<file path="config.mk">
export PLATFORM = sky130hd
export DESIGN_NAME = ffha_ctrl
export DESIGN_NICKNAME = d
export VERILOG_FILES = /design/src/design/ffha_pkg.sv /design/src/design/ffha_ctrl.sv
export SDC_FILE = /design/constraint.sdc
export NUM_CORES = 1
export LEC_CHECK = 0
export BUFFER_PORTS_ARGS = -buffer_cell sky130_fd_sc_hd__buf_2
export CAP_MARGIN = 20
export CORE_MARGIN = 2
export CORE_UTILIZATION = 45
export DETAILED_ROUTE_END_ITERATION = 8
export PLACE_DENSITY = 0.66
export SYNTH_ARGS = -nofsm -noshare
export SYNTH_HDL_FRONTEND = slang
export SYNTH_SLANG_ARGS = --single-unit
</file>
<file path="constraint.sdc">
create_clock -name clk -period 2 [get_ports clk]
set_clock_uncertainty 0.1 [all_clocks]
set_input_delay 0.2 -clock clk [delete_from_list [all_inputs] [get_ports clk]]
set_output_delay 0.2 -clock clk [all_outputs]
set_load 0.02 [all_outputs]
</file>
<file path="src/design/ffha_pkg.sv">
// ----------------------------------------------------------------------------
// First-fit heap allocator package
// Shared sizes, payload types, result codes, datapath commands and the
// controller state type.
// ----------------------------------------------------------------------------
package ffha_pkg;

  // Table sizes and address geometry.
  localparam int FREE_SLOTS   = 64;
  localparam int LIVE_SLOTS   = 256;
  localparam int HEADER_BYTES = 24;
  localparam int ADDR_BITS    = 24;

  localparam int FIDX_W = $clog2(FREE_SLOTS);
  localparam int FCNT_W = $clog2(FREE_SLOTS + 1);
  localparam int LIDX_W = $clog2(LIVE_SLOTS);
  localparam int LCNT_W = $clog2(LIVE_SLOTS + 1);
  localparam int WIDE_W = ADDR_BITS + 2;

  typedef logic [ADDR_BITS-1:0] addr_t;
  typedef logic [WIDE_W-1:0]    wide_t;

  // Request opcodes.
  localparam logic OPC_ALLOC   = 1'b0;
  localparam logic OPC_RELEASE = 1'b1;

  // Result status codes.
  typedef enum logic [1:0] {
    ST_OK        = 2'd0,
    ST_EXHAUSTED = 2'd1,
    ST_FULL      = 2'd2,
    ST_NOT_LIVE  = 2'd3
  } status_t;

  // One table entry: block start and length.
  typedef struct packed {
    addr_t start;
    addr_t len;
  } blk_t;

  typedef struct packed {
    logic  opcode;
    addr_t request_size;
    addr_t block_address;
  } req_t;

  typedef struct packed {
    addr_t   user_address;
    status_t status;
    addr_t   segment_size;
    addr_t   free_space;
  } res_t;

  // One datapath operation per cycle.
  typedef enum logic [4:0] {
    DP_NONE, DP_LOAD, DP_FRD, DP_FADV, DP_SPLIT, DP_TAKE, DP_DRD, DP_DWR,
    DP_DEND, DP_GROW, DP_LWR, DP_LRD, DP_LADV, DP_LHIT, DP_MERGE2,
    DP_MERGEL, DP_MERGER, DP_ISTART, DP_IRD, DP_IWR, DP_IPUT, DP_LLAST,
    DP_LMOVE, DP_RES
  } dp_op_t;

  typedef struct packed {
    dp_op_t  op;
    status_t status;
  } cmd_t;

  // Status flags returned by the datapath.
  typedef struct packed {
    logic is_release;
    logic live_full;
    logic free_full;
    logic f_end;
    logic l_end;
    logic fit;
    logic split;
    logic lhit;
    logic fgt;
    logic left;
    logic right;
    logic grow_ok;
    logic drop_more;
    logic ins_more;
    logic out_free;
  } flags_t;

  typedef enum logic [4:0] {
    S_IDLE, S_DISPATCH, S_ASCAN, S_ANEXT, S_AGROW, S_ALIVE, S_DROP_CHK,
    S_DROP_WR, S_RSCAN, S_RLNEXT, S_RFNEXT, S_RFSCAN, S_RJOIN, S_ICHK,
    S_IWR, S_LLAST, S_LMOVE, S_DONE
  } state_t;

endpackage

</file>
<file path="src/design/ffha_ctrl.sv">
// ----------------------------------------------------------------------------
// First-fit heap allocator controller
// Sequences the table scans, splits, merges and shifts of one request and
// issues one datapath command per cycle.
// ----------------------------------------------------------------------------
module ffha_ctrl import ffha_pkg::*; (
  input  logic   clk,
  input  logic   rst_n,
  input  logic   in_valid,
  output logic   in_ready,
  input  flags_t flags,
  output cmd_t   cmd
);

  state_t  state_r, state_nxt;
  status_t status_r, status_nxt;

  // State and result code registers.
  always_ff @(posedge clk) begin
    if (!rst_n) begin
      state_r  <= S_IDLE;
      status_r <= ST_OK;
    end else begin
      state_r  <= state_nxt;
      status_r <= status_nxt;
    end
  end

  // Next state and commands.
  always_comb begin
    state_nxt  = state_r;
    status_nxt = status_r;
    in_ready   = 1'b0;
    cmd.op     = DP_NONE;
    cmd.status = status_r;
    case (state_r)
      S_IDLE: begin
        in_ready = 1'b1;
        if (in_valid) begin
          cmd.op    = DP_LOAD;
          state_nxt = S_DISPATCH;
        end
      end
      S_DISPATCH: begin
        if (!flags.is_release) begin
          if (flags.live_full) begin
            status_nxt = ST_FULL;
            state_nxt  = S_DONE;
          end else if (flags.f_end) begin
            state_nxt = S_AGROW;
          end else begin
            cmd.op    = DP_FRD;
            state_nxt = S_ASCAN;
          end
        end else if (flags.l_end) begin
          status_nxt = ST_NOT_LIVE;
          state_nxt  = S_DONE;
        end else begin
          cmd.op    = DP_LRD;
          state_nxt = S_RSCAN;
        end
      end
      // First-fit walk over the free table.
      S_ASCAN: begin
        if (flags.fit && flags.split) begin
          cmd.op    = DP_SPLIT;
          state_nxt = S_ALIVE;
        end else if (flags.fit) begin
          cmd.op    = DP_TAKE;
          state_nxt = S_DROP_CHK;
        end else begin
          cmd.op    = DP_FADV;
          state_nxt = S_ANEXT;
        end
      end
      S_ANEXT: begin
        if (flags.f_end) begin
          state_nxt = S_AGROW;
        end else begin
          cmd.op    = DP_FRD;
          state_nxt = S_ASCAN;
        end
      end
      S_AGROW: begin
        if (flags.grow_ok) begin
          cmd.op    = DP_GROW;
          state_nxt = S_ALIVE;
        end else begin
          status_nxt = ST_EXHAUSTED;
          state_nxt  = S_DONE;
        end
      end
      S_ALIVE: begin
        cmd.op     = DP_LWR;
        status_nxt = ST_OK;
        state_nxt  = S_DONE;
      end
      // Close the gap left by a removed free entry.
      S_DROP_CHK: begin
        if (flags.drop_more) begin
          cmd.op    = DP_DRD;
          state_nxt = S_DROP_WR;
        end else begin
          cmd.op    = DP_DEND;
          state_nxt = flags.is_release ? S_LLAST : S_ALIVE;
        end
      end
      S_DROP_WR: begin
        cmd.op    = DP_DWR;
        state_nxt = S_DROP_CHK;
      end
      // Search the live table for the released address.
      S_RSCAN: begin
        if (flags.lhit) begin
          cmd.op    = DP_LHIT;
          state_nxt = S_RFNEXT;
        end else begin
          cmd.op    = DP_LADV;
          state_nxt = S_RLNEXT;
        end
      end
      S_RLNEXT: begin
        if (flags.l_end) begin
          status_nxt = ST_NOT_LIVE;
          state_nxt  = S_DONE;
        end else begin
          cmd.op    = DP_LRD;
          state_nxt = S_RSCAN;
        end
      end
      // Find the insertion point in the sorted free table.
      S_RFNEXT: begin
        if (flags.f_end) begin
          state_nxt = S_RJOIN;
        end else begin
          cmd.op    = DP_FRD;
          state_nxt = S_RFSCAN;
        end
      end
      S_RFSCAN: begin
        if (flags.fgt) begin
          state_nxt = S_RJOIN;
        end else begin
          cmd.op    = DP_FADV;
          state_nxt = S_RFNEXT;
        end
      end
      S_RJOIN: begin
        if (flags.left && flags.right) begin
          cmd.op    = DP_MERGE2;
          state_nxt = S_DROP_CHK;
        end else if (flags.left) begin
          cmd.op    = DP_MERGEL;
          state_nxt = S_LLAST;
        end else if (flags.right) begin
          cmd.op    = DP_MERGER;
          state_nxt = S_LLAST;
        end else if (flags.free_full) begin
          status_nxt = ST_FULL;
          state_nxt  = S_DONE;
        end else begin
          cmd.op    = DP_ISTART;
          state_nxt = S_ICHK;
        end
      end
      // Open a slot for a new free entry.
      S_ICHK: begin
        if (flags.ins_more) begin
          cmd.op    = DP_IRD;
          state_nxt = S_IWR;
        end else begin
          cmd.op    = DP_IPUT;
          state_nxt = S_LLAST;
        end
      end
      S_IWR: begin
        cmd.op    = DP_IWR;
        state_nxt = S_ICHK;
      end
      // Move the last live entry into the released slot.
      S_LLAST: begin
        cmd.op    = DP_LLAST;
        state_nxt = S_LMOVE;
      end
      S_LMOVE: begin
        cmd.op     = DP_LMOVE;
        status_nxt = ST_OK;
        state_nxt  = S_DONE;
      end
      S_DONE: begin
        if (flags.out_free) begin
          cmd.op    = DP_RES;
          state_nxt = S_IDLE;
        end
      end
      default: state_nxt = S_IDLE;
    endcase
  end

endmodule

</file>
==> impl_metrics.tcl <==
set metrics [dict create \
    synth_area_sq_um 1135 \
    ys_types 53 \
    setup_slack_ps -126.3 \
    fillerInstances 217 \
    reg2reg_setup_slack_ps 100 \
    core_area_sq_um 2432 \
    cp.required_ps 1700 \
    grt_overflow 0 \
    worst_hold_path_type "in -> reg" \
    dieArea_sq_um 2940 \
    regToRegEndpoint "status_r[0]" \
    synth_cells 169 \
    critical_path_class "reg -> out" \
    synth_ff_type "dfxtp_1" \
    cts_hold_buf 0 \
    ir_worst_vdd_mv 0.6017 \
    synth-async-reset-ratio_pct 0 \
    place_congestion 0.9786 \
    drive_gt1_share_pct 38.43 \
    cts_inserted_buffers 3 \
    fmax_mhz 470.3 \
    endpoint_kind "output port" \
    crit_path_frequent_cell "nand2_1" \
    crit_slowest_cell "or4_4" \
    critPathLaunch "state_r[1]" \
    setup_violations 2 \
    die_w_um 54.22 \
    dp_slack_ps 17.36 \
    arrival_ps 1830 \
    fin_nets 235 \
    rows 18 \
    io_pins 26 \
    cts_tree "yes" \
    ys_warn_count 0 \
    drtIter0Drc 122 \
    maxCapViolCount 0 \
    syn_avg_cell_area_sq_um 6.715 \
    crit_path_start_kind "flop" \
    worstPathCellList "nor2_4 > buf_4 > nand2_1 > inv_1 > nand2_2 > nand2_1 > or4_4 > buf_6" \
    die_h_um 54.22 \
    total_leakage_power_uw 0.0006639 \
    period_share_pct 106.3 \
    slowest_delay_ps 530 \
    synth-seq-cells 7 \
    antenna_left 0 \
    vias_per_cell 6.602 \
    critPathMaxFanout 7 \
    cts_max_level 1 \
    areaGrowthSynthToFinish_pct 39.25 \
    hold_depth 2 \
    holdCritStartpoint "rst_n" \
    portBuffers 25 \
    seq_area_sq_um 156.4 \
    fin_tns_setup_ps -202.5 \
    routedWlPerCell_um 19.01 \
    r2r_cells 7 \
    finalCriticalPeriod_ps 2126 \
    clock_sinks 7 \
    final_hold_viol_count 0 \
    cts.clk_slew.worst_paths_ps 60 \
    antenna_cells 0 \
    synth_fp_nets 187 \
    power_density_nw_per_um2 872.4 \
    detailedRoute.firstPassIterationCount 5 \
    tightest_slew_ps 423.5 \
    r2r-start "state_r[3]" \
    hpwl_mm 3.406 \
    yosysSeqAreaShare_pct 12.35 \
    track_usage_pct 34.25 \
    initial_utilization_pct 46.66 \
    grt_max_degree 25 \
    clk_latency_ps 260 \
    antenna_found_initial 0 \
    failed_checks "setup timing" \
    cts-root-buf "clkbuf_4" \
    cts_buffer_depth 2 \
    status "finished with violations" \
    finalWirelength_mm 4.676 \
    synth_enable_flop_cells 0 \
    grt_pass1_wl_mm 7.113 \
    num_vias 1624 \
    multiInputGateArea_sq_um 922.1 \
    maxSlewHeadroom_pct 71.03 \
    grt_pass1_vias 1466 \
    rsz0062_at_grt "true" \
    holdPathEnd "state_r[2]" \
    drc 0 \
    drv_slew 0 \
]
stage by stage:
stage	util [%]	hold WS, ps	cells	total power (uW)	cell area (sq um)
detailed placement	57.05	402.9	233	1098	1388
floorplan	-	217.5	169	771.2	1135
global placement	57.05	405.9	233	1103	1388
finish	64.97	134.4	246	1379	1580
global route	64.97	122.3	246	1467	1580
CTS	63.48	116.4	246	1313	1544
cell usage in the layout (no fill, tap or decap), types with 4 or more instances in the layout:
master,instances
a22oi_1,4
nor3_1,5
o211ai_1,6
buf_4,25
nand3_1,11
o21ai_0,11
inv_1,7
nand2b_1,5
nor2b_2,4
dfxtp_4,4
a31oi_1,4
buf_6,9
buf_2,23
nand2_1,15
a21oi_1,7
nor2_1,9
area by class of cell:
type,count,share of cell area (%)
sequential,7,9.897
tap,30,2.375
multi-input combinational,140,58.35
inverter,8,2.138
timing repair buffer,57,25.57
clock buffer,4,1.663
cells in the mapped netlist (2+ instances only):
cell type / n / area (sq um)
nand2_1: 17 / 63.81
nand3_1: 11 / 55.05
o21ai_0: 11 / 55.05
buf_2: 9 / 45.04
nor2_1: 9 / 33.78
a21oi_1: 8 / 40.04
inv_1: 8 / 30.03
dfxtp_1: 7 / 140.1
nor2b_1: 7 / 43.79
nand2b_1: 6 / 37.54
o211ai_1: 6 / 45.04
nor3_1: 5 / 25.02
a22oi_1: 4 / 30.03
a31oi_1: 4 / 25.02
o21a_1: 3 / 22.52
o22ai_1: 3 / 18.77
or2_2: 3 / 18.77
a21boi_0: 2 / 15.01
a22o_1: 2 / 17.52
buf_6: 2 / 22.52
mux2i_1: 2 / 20.02
nand3b_1: 2 / 15.01
nand4_1: 2 / 12.51
nand4b_1: 2 / 17.52
nor3b_1: 2 / 15.01
o221ai_1: 2 / 17.52
o2bb2ai_1: 2 / 17.52
o31a_1: 2 / 17.52
xor2_1: 2 / 17.52
how the worst max path moves through the flow:
stage               slack [ps]  endpoint
finish                    -130    cmd[2]
global route              -200    cmd[2]
CTS                       -170    cmd[2]
detailed placement          20    cmd[2]
global placement            30    cmd[2]
floorplan                  170    cmd[4]
state kept, by name, indices dropped and copies added (netlist names):
name and flops:
state_r 5, status_r 2
metal layers:
| metal | GRT usage, % | share of wire, % | vias up |
|---|---|---|---|
| li1 | - | - | 741 |
| met1 | 43.45 | 38 | 749 |
| met2 | 55.62 | 47 | 120 |
| met3 | 10.11 | 13 | 14 |
| met4 | 10.42 | 2.4 | 0 |
| met5 | 0 | 0 | - |
logic make-up after synthesis:
| kind of cell | share of synthesized area [%] |
|---|---|
| AO/OA/AOI/OAI | 38.26 |
| multiplexers | 1.764 |
| AND/OR/NAND/NOR | 36.16 |
| XOR/XNOR | 1.544 |
| buffers and inverters | 9.922 |
| flip-flops | 12.35 |
worst max-delay path, delay by kind of cell, from the launching register on:
| kind | cells | cell delay, ps |
|---|---|---|
| buffers and inverters | 3 | 370 |
| DFF | 1 | 380 |
| and+or+nand+nor | 5 | 820 |
where the power goes:
group | switching [uW] | leakage (uW) | internal [uW]
logic | 578 | 0.000588 | 443
clock network | 57.0 | 0.0000150 | 76.4
registers | 47.7 | 0.0000605 | 177
total | 683 | 0.000664 | 696
timing repair:
item | in CTS | in global routing
hold endpoints to repair | 0 | 0
pin swaps | 6 | 5
endpoints found under the setup margin | 5 | 6
gates resized for setup | 22 | 11
buffers inserted | 9 | 3
Power figures use the tool's default switching activity.
